==> config.mk <==
export PLATFORM = sky130hd
export DESIGN_NAME = spectrum_band_peak_log_meter
export DESIGN_NICKNAME = d
export VERILOG_FILES = /design/src/rtl/sbplm_pkg.sv /design/src/rtl/sbplm_front.sv /design/src/rtl/sbplm_queue.sv /design/src/rtl/sbplm_back.sv /design/src/rtl/spectrum_band_peak_log_meter.sv
export VERILOG_INCLUDE_DIRS = /design/src /design/src/rtl
export SDC_FILE = /design/constraint.sdc
export NUM_CORES = 1
export LEC_CHECK = 0
export ABC_AREA = 1
export BUFFER_PORTS_ARGS = -buffer_cell sky130_fd_sc_hd__buf_2
export CAP_MARGIN = 20
export CORE_ASPECT_RATIO = 1.75
export CORE_UTILIZATION = 44
export DETAILED_ROUTE_END_ITERATION = 10
export GPL_TIMING_DRIVEN = 0
export PLACE_DENSITY_LB_ADDON = 0.25
export SETUP_SLACK_MARGIN = 0.4
export SLEW_MARGIN = 40
export SYNTH_ARGS = -nofsm -noshare
export SYNTH_HDL_FRONTEND = slang
export SYNTH_SLANG_ARGS = --single-unit
==> constraint.sdc <==
create_clock -name clk -period 7.25 [get_ports clk]
set_input_delay 0 -clock clk [delete_from_list [all_inputs] [get_ports clk]]
set_output_delay 0 -clock clk [all_outputs]
set_load 0.1 [all_outputs]
==> src/rtl/spectrum_band_peak_log_meter_assert.svh <==
// assertion macros used by the meter's queue module
`ifndef SPECTRUM_BAND_PEAK_LOG_METER_ASSERT_SVH
`define SPECTRUM_BAND_PEAK_LOG_METER_ASSERT_SVH

// condition must never hold outside reset
`define SBPLM_ASSERT_NEVER(label, clk, rst_n, cond, msg) \
  label: assert property (@(posedge clk) disable iff (!rst_n) !(cond)) \
    else $error(msg);

// antecedent implies consequent in the same cycle
`define SBPLM_ASSERT_IMPLY(label, clk, rst_n, ante, cons, msg) \
  label: assert property (@(posedge clk) disable iff (!rst_n) (ante) |-> (cons)) \
    else $error(msg);

// antecedent implies consequent in the next cycle
`define SBPLM_ASSERT_NEXT(label, clk, rst_n, ante, cons, msg) \
  label: assert property (@(posedge clk) disable iff (!rst_n) (ante) |=> (cons)) \
    else $error(msg);

`endif

==> src/rtl/sbplm_pkg.sv <==
`default_nettype none

package sbplm_pkg;

  localparam int BAND_COUNT = 16;
  localparam int FRAME_BINS = 256;

  localparam logic [7:0] LAST_BIN         = 8'(FRAME_BINS - 1);
  localparam logic [3:0] LAST_BAND        = 4'(BAND_COUNT - 1);
  localparam logic [3:0] PEAK_SHIFT_RESET = 4'd7;
  localparam int         REG_PEAK_SHIFT   = 0;

  // last bin of each band, band 0 in the lowest byte
  localparam logic [15:0][7:0] BAND_END_BIN = {
    8'd254, 8'd186, 8'd136, 8'd100, 8'd73, 8'd53, 8'd39, 8'd27,
    8'd19,  8'd13,  8'd9,   8'd6,   8'd4,  8'd2,  8'd1,  8'd0
  };

  // one closed band waiting for its log
  typedef struct packed {
    logic [3:0] band;
    logic [7:0] level;
    logic       last;
  } sbplm_item_t;

  typedef logic [255:0][15:0] height_tbl_t;

  // square of a 2.62 fraction, truncated back to 62 fraction bits
  function automatic logic [63:0] fix_square(input logic [63:0] a);
    logic [63:0] a0;
    logic [63:0] a1;
    logic [63:0] p00;
    logic [63:0] p01;
    logic [63:0] p11;
    logic [63:0] mid;
    logic [63:0] lo;
    logic [63:0] hi;
    a0  = {32'd0, a[31:0]};
    a1  = {32'd0, a[63:32]};
    p00 = a0 * a0;
    p01 = a0 * a1;
    p11 = a1 * a1;
    mid = (p00 >> 32) + {32'd0, p01[31:0]} + {32'd0, p01[31:0]};
    lo  = {mid[31:0], p00[31:0]};
    hi  = p11 + (p01 >> 32) + (p01 >> 32) + (mid >> 32);
    return (hi << 2) | (lo >> 62);
  endfunction

  // floor(8192*log2(v)) for every 8-bit level, 0 for level 0
  function automatic height_tbl_t build_height_tbl();
    height_tbl_t tbl;
    logic [63:0] x;
    logic [12:0] frac;
    int          k;
    tbl = '0;
    for (int v = 1; v < 256; v++) begin
      k = 0;
      for (int j = 1; j < 8; j++) begin
        if ((v >> j) != 0) k = j;
      end
      x    = 64'(v) << (62 - k);
      frac = '0;
      for (int i = 0; i < 13; i++) begin
        x    = fix_square(x);
        frac = frac << 1;
        if (x[63]) begin
          frac[0] = 1'b1;
          x       = x >> 1;
        end
      end
      tbl[v] = {3'(k), frac};
    end
    return tbl;
  endfunction

  localparam height_tbl_t HEIGHT_TBL = build_height_tbl();

endpackage

`default_nettype wire

==> src/rtl/sbplm_front.sv <==
`default_nettype none

module sbplm_front import sbplm_pkg::*; (
  input  wire logic        clk,
  input  wire logic        rst_n,
  input  wire logic [3:0]  peak_shift,
  input  wire logic        in_tvalid,
  output logic             in_tready,
  input  wire logic [15:0] in_tdata,   // [15:0] bin_value
  input  wire logic        in_tuser,   // [0] frame_start
  input  wire logic        q_full,
  output logic             q_push,
  output sbplm_item_t      q_item
);

  logic [7:0]  bin_count_r, bin_count_nxt;
  logic [3:0]  band_r, band_nxt;
  logic [14:0] peak_r, peak_nxt;

  logic        accept;
  logic [7:0]  cnt;
  logic [3:0]  band_cur;
  logic [14:0] peak_cur;
  logic [14:0] mag;
  logic [14:0] peak_upd;
  logic [14:0] shifted;
  logic        band_done;

  assign in_tready = !q_full;
  assign accept    = in_tvalid && in_tready;

  always_comb begin
    // frame start restarts count, band and peak before this beat is taken
    cnt      = in_tuser ? '0 : bin_count_r;
    band_cur = in_tuser ? '0 : band_r;
    peak_cur = in_tuser ? '0 : peak_r;

    mag       = in_tdata[15] ? '0 : in_tdata[14:0];
    peak_upd  = (mag > peak_cur) ? mag : peak_cur;
    band_done = (cnt != LAST_BIN) && (cnt == BAND_END_BIN[band_cur]);
    shifted   = peak_upd >> peak_shift;

    q_item.band  = band_cur;
    q_item.level = (|shifted[14:8]) ? 8'hff : shifted[7:0];
    q_item.last  = (band_cur == LAST_BAND);
    q_push       = accept && band_done;

    bin_count_nxt = bin_count_r;
    band_nxt      = band_r;
    peak_nxt      = peak_r;
    if (accept) begin
      bin_count_nxt = cnt + 8'd1;
      band_nxt      = band_cur;
      peak_nxt      = peak_cur;
      // the bin after the last band is skipped
      if (cnt != LAST_BIN) begin
        if (band_done) begin
          band_nxt = band_cur + 4'd1;
          peak_nxt = '0;
        end else begin
          peak_nxt = peak_upd;
        end
      end
    end
  end

  always_ff @(posedge clk) begin
    if (!rst_n) begin
      bin_count_r <= '0;
      band_r      <= '0;
      peak_r      <= '0;
    end else begin
      bin_count_r <= bin_count_nxt;
      band_r      <= band_nxt;
      peak_r      <= peak_nxt;
    end
  end

endmodule

`default_nettype wire

==> src/rtl/sbplm_queue.sv <==
`default_nettype none
`include "spectrum_band_peak_log_meter_assert.svh"

module sbplm_queue import sbplm_pkg::*; #(
  parameter int DEPTH = 4
) (
  input  wire logic        clk,
  input  wire logic        rst_n,
  input  wire logic        push,
  input  wire sbplm_item_t push_item,
  output logic             full,
  input  wire logic        pop,
  output sbplm_item_t      pop_item,
  output logic             empty
);

  localparam int PTR_W = (DEPTH > 1) ? $clog2(DEPTH) : 1;
  localparam int CNT_W = $clog2(DEPTH + 1);

  sbplm_item_t      slot_r [DEPTH];
  logic [PTR_W-1:0] wr_ptr_r, wr_ptr_nxt;
  logic [PTR_W-1:0] rd_ptr_r, rd_ptr_nxt;
  logic [CNT_W-1:0] count_r, count_nxt;

  assign full     = (count_r == CNT_W'(DEPTH));
  assign empty    = (count_r == '0);
  assign pop_item = slot_r[rd_ptr_r];

  always_comb begin
    wr_ptr_nxt = wr_ptr_r;
    rd_ptr_nxt = rd_ptr_r;
    count_nxt  = count_r;
    if (push) begin
      wr_ptr_nxt = (wr_ptr_r == PTR_W'(DEPTH - 1)) ? '0 : wr_ptr_r + 1'b1;
    end
    if (pop) begin
      rd_ptr_nxt = (rd_ptr_r == PTR_W'(DEPTH - 1)) ? '0 : rd_ptr_r + 1'b1;
    end
    if (push && !pop) begin
      count_nxt = count_r + 1'b1;
    end else if (pop && !push) begin
      count_nxt = count_r - 1'b1;
    end
  end

  always_ff @(posedge clk) begin
    if (!rst_n) begin
      wr_ptr_r <= '0;
      rd_ptr_r <= '0;
      count_r  <= '0;
    end else begin
      wr_ptr_r <= wr_ptr_nxt;
      rd_ptr_r <= rd_ptr_nxt;
      count_r  <= count_nxt;
    end
  end

  always_ff @(posedge clk) begin
    if (push) begin
      slot_r[wr_ptr_r] <= push_item;
    end
  end

  `SBPLM_ASSERT_NEVER(a_push_full, clk, rst_n, push && full, "push into full queue")
  `SBPLM_ASSERT_NEVER(a_pop_empty, clk, rst_n, pop && empty, "pop from empty queue")
  `SBPLM_ASSERT_NEVER(a_count_max, clk, rst_n, count_r > CNT_W'(DEPTH), "count overflow")
  `SBPLM_ASSERT_NEXT(a_push_only, clk, rst_n, push && !pop, count_r == $past(count_r) + 1'b1, "count not advanced")

endmodule

`default_nettype wire

==> src/rtl/sbplm_back.sv <==
`default_nettype none

module sbplm_back import sbplm_pkg::*; (
  input  wire logic        clk,
  input  wire logic        rst_n,
  input  wire logic        q_empty,
  input  wire sbplm_item_t q_item,
  output logic             q_pop,
  output logic             out_tvalid,
  input  wire logic        out_tready,
  output logic [23:0]      out_tdata,  // [3:0] band, [19:4] height, [23:20] zero
  output logic             out_tlast   // band_last
);

  logic        out_valid_r, out_valid_nxt;
  logic [3:0]  band_r;
  logic [15:0] height_r;
  logic        last_r;

  // refill the output register from the queue whenever it is empty or being drained and the queue holds an item
  assign q_pop = !q_empty && (!out_valid_r || out_tready);

  always_comb begin
    out_valid_nxt = out_valid_r;
    if (q_pop) begin
      out_valid_nxt = 1'b1;
    end else if (out_tready) begin
      out_valid_nxt = 1'b0;
    end
  end

  always_ff @(posedge clk) begin
    if (!rst_n) begin
      out_valid_r <= 1'b0;
    end else begin
      out_valid_r <= out_valid_nxt;
    end
  end

  always_ff @(posedge clk) begin
    if (q_pop) begin
      band_r   <= q_item.band;
      height_r <= HEIGHT_TBL[q_item.level];
      last_r   <= q_item.last;
    end
  end

  assign out_tvalid = out_valid_r;
  assign out_tdata  = {4'd0, height_r, band_r};
  assign out_tlast  = last_r;

endmodule

`default_nettype wire

==> src/rtl/spectrum_band_peak_log_meter.sv <==
`default_nettype none

// Band peak meter: takes one signed spectrum bin per beat (frame_start on
// in_tuser marks bin 0) and, on the last bin of each of 16 log-spaced bands,
// emits the band index and floor(8192*log2(v)) where v is the band's peak
// (negatives as zero) shifted right by peak_shift and capped at 255. One bin
// is accepted every cycle while the result queue is not full; a result goes
// through that queue into the output register. The front stage stalls only
// when the QUEUE_DEPTH-entry queue is full, i.e. after the result side has
// held off QUEUE_DEPTH + 1 results (one more waits in the output register).
// peak_shift lives at byte address 0 (reset 7).
// No clearing pass after reset: the block takes bins from the first cycle.
module spectrum_band_peak_log_meter import sbplm_pkg::*; #(
  parameter int QUEUE_DEPTH = 4
) (
  input  wire logic        clk,
  input  wire logic        rst_n,
  input  wire logic        in_tvalid,
  output logic             in_tready,
  input  wire logic [15:0] in_tdata,    // [15:0] bin_value
  input  wire logic        in_tuser,    // [0] frame_start
  output logic             out_tvalid,
  input  wire logic        out_tready,
  output logic [23:0]      out_tdata,   // [3:0] band, [19:4] height, [23:20] zero
  output logic             out_tlast,   // band_last
  input  wire logic        cfg_psel,
  input  wire logic        cfg_penable,
  input  wire logic        cfg_pwrite,
  input  wire logic [2:0]  cfg_paddr,
  input  wire logic [31:0] cfg_pwdata,
  output logic [31:0]      cfg_prdata,
  output logic             cfg_pready
);

  logic [3:0]  peak_shift_r, peak_shift_nxt;
  logic        reg_sel;
  logic        q_full;
  logic        q_empty;
  logic        q_push;
  logic        q_pop;
  sbplm_item_t q_in_item;
  sbplm_item_t q_out_item;

  assign cfg_pready = 1'b1;
  assign reg_sel    = (cfg_paddr[2] == 1'(REG_PEAK_SHIFT));
  assign cfg_prdata = reg_sel ? {28'd0, peak_shift_r} : '0;

  always_comb begin
    peak_shift_nxt = peak_shift_r;
    if (cfg_psel && cfg_penable && cfg_pwrite && cfg_pready && reg_sel) begin
      peak_shift_nxt = cfg_pwdata[3:0];
    end
  end

  always_ff @(posedge clk) begin
    if (!rst_n) begin
      peak_shift_r <= PEAK_SHIFT_RESET;
    end else begin
      peak_shift_r <= peak_shift_nxt;
    end
  end

  sbplm_front u_front (
    .clk        (clk),
    .rst_n      (rst_n),
    .peak_shift (peak_shift_r),
    .in_tvalid  (in_tvalid),
    .in_tready  (in_tready),
    .in_tdata   (in_tdata),
    .in_tuser   (in_tuser),
    .q_full     (q_full),
    .q_push     (q_push),
    .q_item     (q_in_item)
  );

  sbplm_queue #(
    .DEPTH (QUEUE_DEPTH)
  ) u_queue (
    .clk       (clk),
    .rst_n     (rst_n),
    .push      (q_push),
    .push_item (q_in_item),
    .full      (q_full),
    .pop       (q_pop),
    .pop_item  (q_out_item),
    .empty     (q_empty)
  );

  sbplm_back u_back (
    .clk        (clk),
    .rst_n      (rst_n),
    .q_empty    (q_empty),
    .q_item     (q_out_item),
    .q_pop      (q_pop),
    .out_tvalid (out_tvalid),
    .out_tready (out_tready),
    .out_tdata  (out_tdata),
    .out_tlast  (out_tlast)
  );

endmodule

`default_nettype wire
==> summary.md <==
| Metric | Value |
|---|---|
| Status | `complete, no violations` |
| Max_cap viols | `0` |
| WL/cell | `29.4 microns` |
| Crit path DAT | `5.09 ns` |
| Max Fclk | `202 MHz` |
| CTS Root Cell | `clkbuf_16` |
| Synth Cell Area | `9890 sq um` |
| Hold Path Origin | `in_tuser` |
| Die W | `115 microns` |
| Yosys top cell by area | `edfxtp_1` |
| TNS Setup | `0 ns` |
| H-tree levels | `4` |
| Synth top area cells | `edfxtp_1 22%, nand2_1 13%, dfxtp_1 8.3%` |
| Fin Clk Skew | `0.0144 ns` |
| Largest net degree at the start of global routing | `17` |
| CP Capture Type | `register` |
| Layout Area Growth over Synthesis | `14.7%` |
| Avg Cell Area, Syn | `roughly 6.7 sq um` |
| Critical path class | `reg -> reg` |
| EDFF count, synth | `73` |
| Routed wire length | `55,900 microns` |
| Starting DRT DRC Count | `roughly 1,700` |
| Sequential area share after synthesis | `30.5%` |
| Pre-antenna DRT Iters | `6` |
| CTS buffer count | `17` |
| R2R Setup Slk | `2.30 ns` |
| Gpl congestion | `1.13` |
| Fraction of layout cells with a size suffix above 1 | `11.9%` |
| Clk pin slew, worst setup/hold paths | `0.06 ns` |
| GRT Total Usage | `50.6%` |
| CP Data Required Time | `7.39 ns` |
| Chip height | `200 microns` |
| Die area | `23,100 sq um` |
| Hold crit path type | `in -> reg` |
| Async SR Flop Fraction | `0%` |
| Starting Density | `roughly 45%` |
| Nets@finish | `1,698` |
| Post-route ant nets | `0` |
| Slew @ Worst Pin | `0.996 ns` |
| First-pass GRT wire length | `about 85,000 microns` |
| Worst-path fanout max | `16` |
| CP startpoint kind | `register` |
| Mapped Cells | `approximately 1,500` |
| Final hold vios | `0` |
| Commonest cells in the netlist | `354 x nand2_1, 151 x nand3_1, 143 x nor2_1` |
| Yosys warning total | `0` |
| Grt ovf | `0` |
| Initial antenna violation count | `3` |
| CTS tree | `done` |
| Port Buf Inserts | `54` |
| R2r worst-path depth | `12` |
| Area occupied by multi-input gates | `5910 sq um` |
| Total setup buffers inserted after CTS | `0` |
| Clock latency on the worst-skew pair | `approximately 0.46 ns` |
| Synth Flop Type | `edfxtp_1` |
| Synth unique cells | `55` |
| Slew Limit Fails | `0` |
| Cell with the most instances after synthesis | `nand2_1` |
| Final min period | `slightly below 5 ns` |
| Final hold slack | `0.0261 ns` |
| Num rows | `72` |
| Boundary pin count | `119` |
| Register Area | `3010 sq um` |
| # DRC | `0` |
| Vias | `12,800` |
| Hpwl dp | `39,400 microns` |
| Reg2reg end | `u_back.height_r[6]` |
| Hold endpoint | `u_front.peak_r[8]` |
| Vias in the first global route | `12,800` |
| Core footprint | `22,100 sq um` |
| Slew HR | `33.6%` |
| Yosys reg bits | `114` |
| Clock tree buffer depth | `2` |
| Final setup fails | `0` |
| Share of the synthesized area in the top cell type | `22.2%` |
| Vias/cell | `between 6 and 7` |
| Fin crit share | `about two thirds` |
| Hold Crit Depth | `4` |
| RSZ-0062 raised after global routing | `false` |
| # fillers | `2,074` |
| Clock sink total | `114` |
==> cells by family (layout without fill, tap and decap cells) <==
logic type / count (synthesis) / count (layout) / synth area share, %
xor+xnor: 6 / 6 / 0.531
compound gates: 348 / 348 / 21.1
flops: 114 / 114 / 30.5
simple gates: 700 / 700 / 29.9
buf+inv: 257 / 351 / 11.5
other cells: 2 / 36 / 0.0759
fa+ha+maj: 50 / 50 / 6.40
==> layout by cell type, fill, tap and decap left out, types with 11 or more instances in the layout <==
cell / instances
ha_1: 49
conb_1: 33
buf_2: 75
o21ai_0: 135
inv_1: 137
a21oi_1: 79
nor2_1: 135
clkbuf_16: 17
edfxtp_1: 73
nor2_2: 11
o211ai_1: 22
clkbuf_1: 37
a31oi_1: 26
nand3_1: 151
dfxtp_1: 41
nand2_1: 352
buf_4: 37
nor3_1: 22
o22ai_1: 16
==> per-stage QoR <==
step           util, %  std cells  instance area, sq um  worst slack (ns)
2_1_floorplan        -       1508                 10000              3.96
3_3_place_gp      48.3       1858                 10700              2.03
3_5_place_dp      48.5       1859                 10700              2.50
4_1_cts           51.3       1898                 11300              2.48
5_1_grt           51.4       1900                 11400              2.32
6_report          51.4       1901                 11400              2.30
==> what timing repair did <==
action | 4_1_cts | 5_1_grt
hold buffers | 7 | 0
gates resized for setup | 0 | 0
endpoints found under the hold margin | 13 | 0
==> flip-flops by register name (all words and copies together), names as in the netlist, named ones only <==
signal,count
u_queue.slot_r,52
u_back.height_r,16
u_front.peak_r,15
u_front.bin_count_r,8
peak_shift_r,4
u_back.band_r,4
u_front.band_r,4
u_queue.count_r,3
u_queue.rd_ptr_r,2
u_queue.wr_ptr_r,2
u_back.out_tlast,1
u_back.out_tvalid,1
==> critical path, stage by stage (launching register included) <==
cell and delay (ns):
dfxtp_1 0.41, clkbuf_1 0.44, nand3_1 0.17, nand2_2 0.51
inv_1 0.42, ha_1 0.34, nor2_1 0.67, inv_1 0.34
nand2_1 0.26, a21oi_1 0.10, nand3_1 0.11, o21ai_0 0.11
o21ai_0 0.72
==> area by class of cell <==
cell class | count | area share (%)
Antenna cell | 3 | 0.0661
Clock buffer | 17 | 3.75
Sequential cell | 114 | 26.5
Inverter | 151 | 5.01
Buffer | 106 | 5.08
Tap cell | 296 | 3.26
Multi-Input combinational cell | 1137 | 52.0
Clock inverter | 15 | 1.11
Timing Repair Buffer | 62 | 3.13
==> how the worst max path moves through the flow <==
| stage | startpoint | end | slack, ns |
|---|---|---|---|
| floorplan | u_back.out_tvalid | u_queue.count_r[1] | 3.96 |
| CTS | register | u_back.height_r[7] | 2.48 |
| finish | register | u_back.height_r[6] | 2.30 |
| global route | register | u_back.height_r[6] | 2.32 |
| detailed placement | register | u_back.height_r[7] | 2.50 |
| global placement | register | u_back.height_r[7] | 2.03 |
==> metal layers <==
layer | vias to the layer above | routed length (microns) | GRT usage (%)
li1 | 5267 | - | -
met1 | 5745 | 16300 | 49.0
met2 | 1226 | 25700 | 76.9
met3 | 518 | 6370 | 20.7
met4 | 2 | 7500 | 53.4
met5 | - | 58 | 2.00
Power is left out: the tool's default activity adds up to more than one toggle a clock period on the data nets, which glitch-free logic cannot reach.
